[config.mk]
export PLATFORM = sky130hd
export DESIGN_NAME = frm_front
export DESIGN_NICKNAME = d
export VERILOG_FILES = /design/src/design/frm_pkg.sv /design/src/design/frm_front.sv
export SDC_FILE = /design/constraint.sdc
export NUM_CORES = 1
export LEC_CHECK = 0
export BUFFER_PORTS_ARGS = -buffer_cell sky130_fd_sc_hd__buf_2
export CAP_MARGIN = 15
export CORE_ASPECT_RATIO = 0.5
export CORE_UTILIZATION = 60
export DETAILED_ROUTE_END_ITERATION = 10
export GPL_ROUTABILITY_DRIVEN = 0
export GPL_TIMING_DRIVEN = 0
export PLACE_DENSITY = 0.86
export SETUP_SLACK_MARGIN = 0.1
export SYNTH_ARGS = -nofsm -noshare
export SYNTH_HDL_FRONTEND = slang
export SYNTH_SLANG_ARGS = --single-unit
[constraint.sdc]
create_clock -name clk -period 6.8 [get_ports clk]
set_clock_uncertainty 0.2 [all_clocks]
set_input_delay 1.02 -clock clk [delete_from_list [all_inputs] [get_ports clk]]
set_output_delay 1.02 -clock clk [all_outputs]
set_load 0.01 [all_outputs]
[src/design/frm_pkg.sv]
// Shared types and constants for the firewall rule table.
// No dependencies; used by frm_front, frm_back and firewall_rule_match.
`default_nettype none

package frm_pkg;

    localparam int RULES_DEFAULT = 64;
    localparam int QDEPTH        = 4;
    localparam int QPTR_W        = 2;
    localparam int QCNT_W        = 3;

    typedef enum logic {
        OP_ADD   = 1'b0,
        OP_CHECK = 1'b1
    } op_t;

    // One classified command beat. For a check, port_a and ip_a carry the
    // packet's port and address; port_b and ip_b are unused.
    typedef struct packed {
        op_t         op;
        logic        dir;
        logic        proto;
        logic [15:0] port_a;
        logic [15:0] port_b;
        logic [31:0] ip_a;
        logic [31:0] ip_b;
    } item_t;

endpackage

`default_nettype wire

[src/design/frm_front.sv]
// Front end: accepts input beats, classifies them into item_t and holds
// them in a short queue for the back end. Depends on frm_pkg.
`default_nettype none

module frm_front (
    input  wire logic                clk,
    input  wire logic                rst_n,
    input  wire logic                push,
    output logic                     full,
    input  wire logic                command,
    input  wire logic                direction,
    input  wire logic                protocol,
    input  wire logic [15:0]         rule_port_low,
    input  wire logic [15:0]         rule_port_high,
    input  wire logic [31:0]         rule_ip_low,
    input  wire logic [31:0]         rule_ip_high,
    input  wire logic [15:0]         packet_port,
    input  wire logic [31:0]         packet_ip,
    output logic                     q_valid,
    output frm_pkg::item_t           q_item,
    input  wire logic                q_pop
);

    frm_pkg::item_t                      queue_mem [frm_pkg::QDEPTH];
    frm_pkg::item_t                      in_item;
    logic [frm_pkg::QPTR_W-1:0]          wr_ptr_reg, wr_ptr_next;
    logic [frm_pkg::QPTR_W-1:0]          rd_ptr_reg, rd_ptr_next;
    logic [frm_pkg::QCNT_W-1:0]          count_reg, count_next;
    logic                                do_push;
    logic                                do_pop;

    always_comb
    begin
        in_item.op     = frm_pkg::op_t'(command);
        in_item.dir    = direction;
        in_item.proto  = protocol;
        in_item.port_b = rule_port_high;
        in_item.ip_b   = rule_ip_high;
        if (frm_pkg::op_t'(command) == frm_pkg::OP_CHECK)
        begin
            in_item.port_a = packet_port;
            in_item.ip_a   = packet_ip;
        end
        else
        begin
            in_item.port_a = rule_port_low;
            in_item.ip_a   = rule_ip_low;
        end
    end

    assign full    = (count_reg == frm_pkg::QCNT_W'(frm_pkg::QDEPTH));
    assign q_valid = (count_reg != '0);
    assign q_item  = queue_mem[rd_ptr_reg];
    assign do_push = push && !full;
    assign do_pop  = q_pop && q_valid;

    always_comb
    begin
        wr_ptr_next = wr_ptr_reg;
        rd_ptr_next = rd_ptr_reg;
        count_next  = count_reg;
        if (do_push)
        begin
            wr_ptr_next = wr_ptr_reg + 1'b1;
        end
        if (do_pop)
        begin
            rd_ptr_next = rd_ptr_reg + 1'b1;
        end
        if (do_push && !do_pop)
        begin
            count_next = count_reg + 1'b1;
        end
        else if (do_pop && !do_push)
        begin
            count_next = count_reg - 1'b1;
        end
    end

    always_ff @(posedge clk or negedge rst_n)
    begin
        if (!rst_n)
        begin
            wr_ptr_reg <= '0;
            rd_ptr_reg <= '0;
            count_reg  <= '0;
        end
        else
        begin
            wr_ptr_reg <= wr_ptr_next;
            rd_ptr_reg <= rd_ptr_next;
            count_reg  <= count_next;
        end
    end

    always_ff @(posedge clk)
    begin
        if (do_push)
        begin
            queue_mem[wr_ptr_reg] <= in_item;
        end
    end

endmodule

`default_nettype wire

==> results of run 1 <==
path summary, 6_finish.rpt:
check	slack, ns	to	cells after the start
setup / recovery	3.23	q_item[74]	4
hold / removal	0.14	count_reg[2]	1
setup reg to reg	4.20	queue_mem[0][16]	5
min in group clk	0.30	count_reg[2]	1
hold reg to reg	0.30	count_reg[2]	1
max in group asynchronous	6.11	wr_ptr_reg[1]	1
area by class of cell:
type	instances	area, um^2
sequential	403	12100
fill	1358	6300
multi-input combinational	171	3000
timing repair buffer	255	1370
clock buffer	49	981
tap	336	420
buffer	28	206
clock inverter	13	110
inverter	3	11.3
antenna	3	7.51
cell families (layout without fill, tap and decap cells):
| family | after synthesis | in the layout | share of synthesized area |
|---|---|---|---|
| xor gates and xnor gates | 6 | 6 | 0.00344 |
| adders and majority gates | 6 | 6 | 0.00541 |
| buffers and inverters | 31 | 348 | 0.0143 |
| DFF | 403 | 403 | 0.790 |
| muxes | 149 | 149 | 0.183 |
| other | 0 | 3 | 0 |
| and+or+nand+nor | 10 | 10 | 0.00410 |
power by group:
part	leakage, nW	internal (mW)	switching [mW]
Combinational	2.10	1.10	1.29
Sequential	3.71	3.30	0.122
Clock	0.530	1.08	0.825
Total	6.34	5.48	2.24
worst register-to-register path, cell delays in order (launching register included):
cell	delay (ns)
sky130_fd_sc_hd__dfrtp_1	0.40
sky130_fd_sc_hd__nor3b_2	0.17
sky130_fd_sc_hd__nor2b_1	0.14
sky130_fd_sc_hd__buf_2	0.21
sky130_fd_sc_hd__and2_4	0.76
sky130_fd_sc_hd__buf_16	0.35
cells in the final DEF (no fill, tap or decap), types with 3 or more instances in the layout:
cell,count
sky130_fd_sc_hd__diode_2,3
sky130_fd_sc_hd__dfrtp_1,7
sky130_fd_sc_hd__ha_1,5
sky130_fd_sc_hd__inv_1,3
sky130_fd_sc_hd__buf_6,10
sky130_fd_sc_hd__clkinv_2,4
sky130_fd_sc_hd__buf_16,4
sky130_fd_sc_hd__clkbuf_1,12
sky130_fd_sc_hd__buf_2,266
sky130_fd_sc_hd__mux4_2,99
sky130_fd_sc_hd__xnor2_1,4
sky130_fd_sc_hd__and2_4,4
sky130_fd_sc_hd__mux2_2,50
sky130_fd_sc_hd__edfxtp_1,396
sky130_fd_sc_hd__clkbuf_16,37
sky130_fd_sc_hd__clkinv_1,6
metrics by stage:
step | hold WS, ns | std cells | power (mW)
after detailed placement | 0.275 | 1196 | 5.88
after floorplan | 0.245 | 605 | 4.99
final | 0.139 | 1261 | 7.72
after global placement | 0.264 | 1192 | 5.85
after CTS | 0.126 | 1258 | 7.81
after global routing | 0.126 | 1260 | 8.04
per-layer routing:
metal,wire length [um],GRT usage,vias to the layer above
li1,-,-,3169
met1,11700,0.298,3819
met2,16100,0.407,221
met3,1540,0.0511,56
met4,712,0.0787,0
met5,0,0,-
==> results.md, run 1 <==
Outcome:
- The flow ran to the end, and the final reports show no timing, DRC or antenna violations.

Routing:
- The first detailed-routing pass ran for 4 iterations.
- The remaining number of nets flagged by the antenna check after routing is 0.
- The via count of the routed design is 7,265.
- The mean routed wirelength per cell is 23.9 um.
- The number of DRC violations after detailed-routing iteration 0 is 428.
- In the routed layout, each cell is associated on average with a via count of 5.76.
- Summed over all layers, the routed wires come to 30,100 um.
- The number of DRC violations after detailed routing is 0.

Worst setup path:
- The cell class contributing the biggest share of worst-path delay is buffers and inverters.
- On the critical path, the stage with the largest delay is an instance of sky130_fd_sc_hd__clkbuf_1.
- The arrival time at the worst endpoint is 2.35 ns.
- The launching element type of the critical path is a flop.
- The setup path with the least slack is of type flop to output port.
- The delay of the slowest cell on the worst path is 0.65 ns.
- In this run the critical register-to-register path is launched from count_reg[2].
- The maximum net fanout on the critical path is 10.
- The endpoint required time on the critical path is 5.58 ns.
- In this run the worst setup path begins at rd_ptr_reg[1].
- The kind of capture point of the worst setup path is an output port.
- Counting both buffers and inverters, the worst setup path holds a total of 3.
- Traced cell by cell, the critical path runs through buf_4 > clkbuf_1 > mux4_2 > buf_2.

CTS:
- TritonCTS built the clock tree.
- After clock tree synthesis, the repair step resized 0 gates.
- In this run the post-CTS setup repair buffer count came out at 0.
- CTS built an H-tree with a depth of 2.
- The quantity of hold-fixing buffers added after cts is 0.
- The CTS clock-pin slew for the worst setup and hold paths is 0.06 ns.
- The clock passes through at most 3 buffers.
- In this run, CTS created clock tree buffers numbering 35.
- Clock tree synthesis found a total of 403 sinks.
- For the worst-skew pair, the clock arrives at the later sink with an insertion delay of 0.50 ns.
- The tree is rooted in a sky130_fd_sc_hd__clkbuf_16.

STA:
- The worst slew margin relative to its limit is 0.397.
- The final-layout setup total negative slack is 0 ns.
- For this run, the top clock speed supported by timing is 0.280 GHz.
- The number of max-slew violations in the final report came to 0.
- The time the final worst path needs with I/O delays and setup is 3.57 ns.
- Of the available clock period, the critical path in the final layout requires 0.525.
- The least setup slack across all paths after layout is 3.23 ns.
- The hold violation total from the final report is 0.
- Setup repair after global routing left no endpoint under its margin.
- The number of setup violations in the final report is 0.
- For the pin with the worst max-slew slack, the measured transition is 0.904 ns.

Die:
- The y dimension of the die is 115 um.
- Measured along the x axis, the die boundary spans 228 um.
- The total core area is 0.0245 mm^2.
- The full die area is 0.0261 mm^2.
- Row generation in the floorplan step produced 40 rows.
- During I/O placement, the number of pins put on the boundary was 252.
- For this configuration, the core starts out at a cell density of 0.624.

Synthesis:
- Averaged over all synthesized cells, the footprint is 25.2 um^2.
- The most frequently used flop master after synthesis is sky130_fd_sc_hd__edfxtp_1.
- In the synthesized netlist, the cells that appear most often are sky130_fd_sc_hd__edfxtp_1 (396), sky130_fd_sc_hd__mux4_2 (99), sky130_fd_sc_hd__mux2_2 (50), sky130_fd_sc_hd__buf_2 (15), sky130_fd_sc_hd__buf_6 (10).
- Counting every net in the synthesized netlist gives 762.
- In this run, synthesis produced a sequential element count of 403.
- After synthesis, the cell types taking the most area are sky130_fd_sc_hd__edfxtp_1 (78%), sky130_fd_sc_hd__mux4_2 (15%), sky130_fd_sc_hd__mux2_2 (3.7%).
- Counting every instance in the synthesized netlist gives 605.
- The post-synthesis cell type count is 20.
- The share of synthesized area in the top cell type comes to 0.779.
- The number of enable flip-flop cells after synthesis is 396.
- Yosys instantiated no cell more often than sky130_fd_sc_hd__edfxtp_1.
- After synthesis the cells add up to 0.0153 mm^2.
- In the synthesized netlist the async set-or-reset flop fraction comes to 0.0174.
- Of all cell types, the one taking the most synthesized area is sky130_fd_sc_hd__edfxtp_1.
- During synthesis, Yosys emitted a total of 0 warnings.
- The sequential element share of the synthesized area is 0.790.

Hold path:
- The tightest min-delay check is of the input port to async pin type.

Global routing:
- The via count of the first global-routing pass was 7,675.
- The pin count of the biggest net entering global routing is 55.
- For this run the aggregate overflow at the end of global routing stands at 0.
- The initial antenna violation count came to 3.
- The global-route wire length before repair is 44,000 um.
- In the global route stage, overall resource usage came out at 0.234.

Final layout:
- After the last flow step, the layout net total stands at 1,054.
- The share of cells above drive strength 1 is 0.522.
- At the end of the flow the core is filled with cells to 0.742.
- The register with the most flip-flops in the layout has 396 of them.
- The layout-stage area growth over the synthesis result is 19.0%.
- The finished cells cover 0.0182 mm^2.

Power and ir drop:
- The cell area power density is 425 mW/mm^2.
- For this design the static power due to leakage is 6.34 nW.
- The worst vdd rail ir drop is 0.256 mV.

Flow run:
- Across the run, the number of max-cap violations was 0.

Place:
- Input and output buffers added on the ports amount to 251.
- The worst slack after detailed placement is 3.67 ns.
- The standard cell area after detailed placement is 0.0171 mm^2.
- The detailed-placement wirelength estimate is 18,400 um.
Power figures use the tool's default switching activity.
==> inputs of run 2 (changes only) <==
--- a/config.mk
+++ b/config.mk
@@ -8,11 +8,11 @@
 export BUFFER_PORTS_ARGS = -buffer_cell sky130_fd_sc_hd__buf_2
 export CAP_MARGIN = 15
 export CORE_ASPECT_RATIO = 0.5
-export CORE_UTILIZATION = 60
+export CORE_UTILIZATION = 56
 export DETAILED_ROUTE_END_ITERATION = 10
 export GPL_ROUTABILITY_DRIVEN = 0
 export GPL_TIMING_DRIVEN = 0
-export PLACE_DENSITY = 0.86
+export PLACE_DENSITY = 0.81
 export SETUP_SLACK_MARGIN = 0.1
 export SYNTH_ARGS = -nofsm -noshare
 export SYNTH_HDL_FRONTEND = slang
==> constraint.sdc (replaced) <==
create_clock -name clk -period 3.4 [get_ports clk]
set_clock_uncertainty 0.2 [all_clocks]
set_input_delay 0.51 -clock clk [delete_from_list [all_inputs] [get_ports clk]]
set_output_delay 0.51 -clock clk [all_outputs]
set_load 0.01 [all_outputs]
==> run 2 against run 1 <==
  * Combinational power rose by 100%
  * Critical path depth did not move
  * Die area rose by 7.0%
  * Power rose by 100%
  * Cell area rose by 2.3%
  * Sequential power rose by 99%
  * Sequential share of layout area fell by 1.5 points
  * Clock-buffer cell count fell by 3
  * Routed wire length fell by 2.2%
  * Register-to-register slack got worse by 3.3 ns
  * Final cell count rose by 4.1%
  * Largest power group unchanged
==> results.md, run 2 (synthesis results as in run 1) <==
CTS:
- The total clock buffers created by CTS is 36.
- The number of gates given a new drive strength after cts is 0.
- CTS placed an instance of sky130_fd_sc_hd__clkbuf_16 at the clock tree root.
- The CTS tree is built.
- Once the clock tree was built, the setup fixing pass inserted 0 buffers.
- The total number of H-tree levels is 2.
- The later pin in the worst-skew pair is clocked with a latency of 0.52 ns.
- No sink is reached through more buffers than the 3 on the longest clock path.
- The number of sinks on the clock net is 403.
- The CTS clock-pin slew for the worst setup and hold paths is 0.07 ns.
- The quantity of hold-fixing buffers added after cts is 35.

Power and ir drop:
- The worst vdd rail ir drop is 0.477 mV.
- The leakage power is 6.51 nW.
- The total power draw is 15.5 mW.
- Power spread over the standard cell area amounts to 833 mW/mm^2.

Worst setup path:
- In this run the critical register-to-register path is captured at queue_mem[3][13].
- Walking the worst path, the cells encountered are buf_4 > clkbuf_1 > mux4_2 > buf_2.
- The worst setup path is captured at an output port.
- Counting both buffers and inverters, the worst setup path holds a total of 3.
- The slowest stage of the critical path belongs to the cell sky130_fd_sc_hd__clkbuf_1.
- In this run the worst setup path begins at rd_ptr_reg[1].
- Broken down by cell family, the worst path's largest delay share belongs to buffers and inverters.
- The delay of the slowest cell on the worst path is 0.53 ns.
- For flop-to-flop paths, the worst setup slack is 0.86 ns.
- The critical path is of the flop to output port type.
- Along the worst path, the maximum fanout reaches 10.
- In this run the critical register-to-register path is launched from count_reg[2].
- The depth of the worst register-to-register path is 5.
- The launching element type of the critical path is a flop.
- Data on the critical path arrives at its endpoint at 2.15 ns.
- Data on the critical path is required at its endpoint by 2.69 ns.

Hold path:
- In this run the most critical hold path is launched from rule_port_high[12].
- The path class of the tightest hold or removal check is input port to flop.
- The number of instances on the worst hold path is 1.
- The worst hold path endpoint is queue_mem[1][76].

Global routing:
- Global routing finished with a remaining overflow of 0.
- The initial antenna violation count is 2.
- The via count of the first global-routing pass came to 7,965.
- Entering global routing, the biggest net connects 60 pins.
- The overall track demand over capacity in global routing is 0.218.
- The global-route wire length before repair is 45,700 um.

STA:
- The slew of the pin with the lowest slew margin is 0.696 ns.
- The hold violation total from the final report is 0.
- In the finished design, the share of the clock period the worst path needs comes to 0.842.
- The achievable frequency is 0.349 GHz.
- The number of max-slew violations in the final report came to 0.
- Measured against its own limit, the worst slew margin works out to 0.536.
- Setup violations remaining at the end of the flow were counted as 0.
- Setup repair after global routing left no endpoint under its margin.
- Counting I/O delays and the setup requirement, the final critical path takes 2.86 ns.

Final layout:
- The net total in the final layout is 1,092.
- The flip-flop count of the largest register after layout is 396.
- The library cell used most frequently in the layout, excluding fill and tap cells, is sky130_fd_sc_hd__edfxtp_1.
- The design area is 0.0186 mm^2.
- The layout-stage area growth over the synthesis result is 21.7%.
- The library cells used most frequently in the layout, excluding fill and tap cells, are sky130_fd_sc_hd__edfxtp_1 (396), sky130_fd_sc_hd__buf_2 (266), sky130_fd_sc_hd__mux4_2 (99).
- In the final layout, the share of cells above drive strength 1 is 0.507.

Routing:
- The remaining number of nets flagged by the antenna check after routing is 0.
- In this run, the number of DRC markers left after iteration 0 of detailed routing was 443.
- The via count of the routed design is 7,425.
- Dividing the detail-routed via count by the number of cells gives 5.65.
- In the final routed layout, each cell accounts on average for 22.4 um.
- The first detailed-routing pass took 6 iterations.
- The number of DRC violations after detailed routing is 0.
- After detailed routing, the total wire length is 29,400 um.

Outcome:
- The run finished with clean final reports.

Place:
- In this run the cell area measured after placement is 0.0171 mm^2.
- The detailed-placement wirelength estimate is 18,200 um.
- Port buffering added 251 buffers.

Die:
- The total core area is 0.0266 mm^2.
- The top-level port count is 252.
- The starting density of the core is 0.574.
- The die outline width is 236 um.
- The y dimension of the die is 119 um.
- The floorplan step defined a die boundary enclosing 0.0280 mm^2.
- The number of placement rows is 42.

Flow run:
- The number of max-cap violations is 0.
==> run 2: changes by cell type in the layout (fill, tap and decap cells not counted), sizes merged <==
cell | before | now
dlygate4sd3 | 0 | 36
buf | 282 | 283
clkbuf | 50 | 47
inv | 3 | 6
clkinv | 10 | 9
clkinvlp | 1 | 2
diode | 3 | 2
==> run 2: metal layers <==
layer,global-route usage,wire length (um),up-vias
li1,-,-,3242
met1,0.285,11900,3942
met2,0.374,15600,184
met3,0.0367,1120,57
met4,0.0780,833,0
met5,0,0,-
==> run 2: final cells by class <==
cell class | instances | area, um^2
Buffer | 28 | 206
Fill cell | 1651 | 8000
Tap cell | 352 | 440
Antenna cell | 2 | 5.00
Timing Repair Buffer | 292 | 1750
Inverter | 3 | 11.3
Clock inverter | 16 | 140
Sequential cell | 403 | 12100
Clock buffer | 46 | 970
Multi-Input combinational cell | 171 | 3000
==> run 2: report_power, final <==
| part | internal [mW] | switching, mW | total, mW |
|---|---|---|---|
| sequential | 6.59 | 0.224 | 6.81 |
| clock | 2.18 | 1.71 | 3.89 |
| combinational | 2.24 | 2.55 | 4.79 |
| total | 11.0 | 4.49 | 15.5 |
==> run 2: worst max path at each step <==
stage                                   to  cells past startpoint
final                           q_item[67]                      4
after global placement     queue_mem[0][7]                      4
after detailed placement  queue_mem[3][19]                      5
after global routing            q_item[67]                      4
after floorplan            queue_mem[0][0]                      4
after CTS                       q_item[67]                      4
==> run 2: through the flow <==
stage           util  setup TNS [ns]  instances  hold slack, ns  setup WS [ns]
2_1_floorplan      -               0        605          0.0144          0.707
3_3_place_gp   0.638         -121.53       1208           0.147         -0.324
3_5_place_dp   0.644               0       1213           0.151          0.839
4_1_cts        0.699               0       1310        0.000340          0.493
5_1_grt        0.699               0       1313         0.00583          0.447
6_report       0.699               0       1313          0.0138          0.537
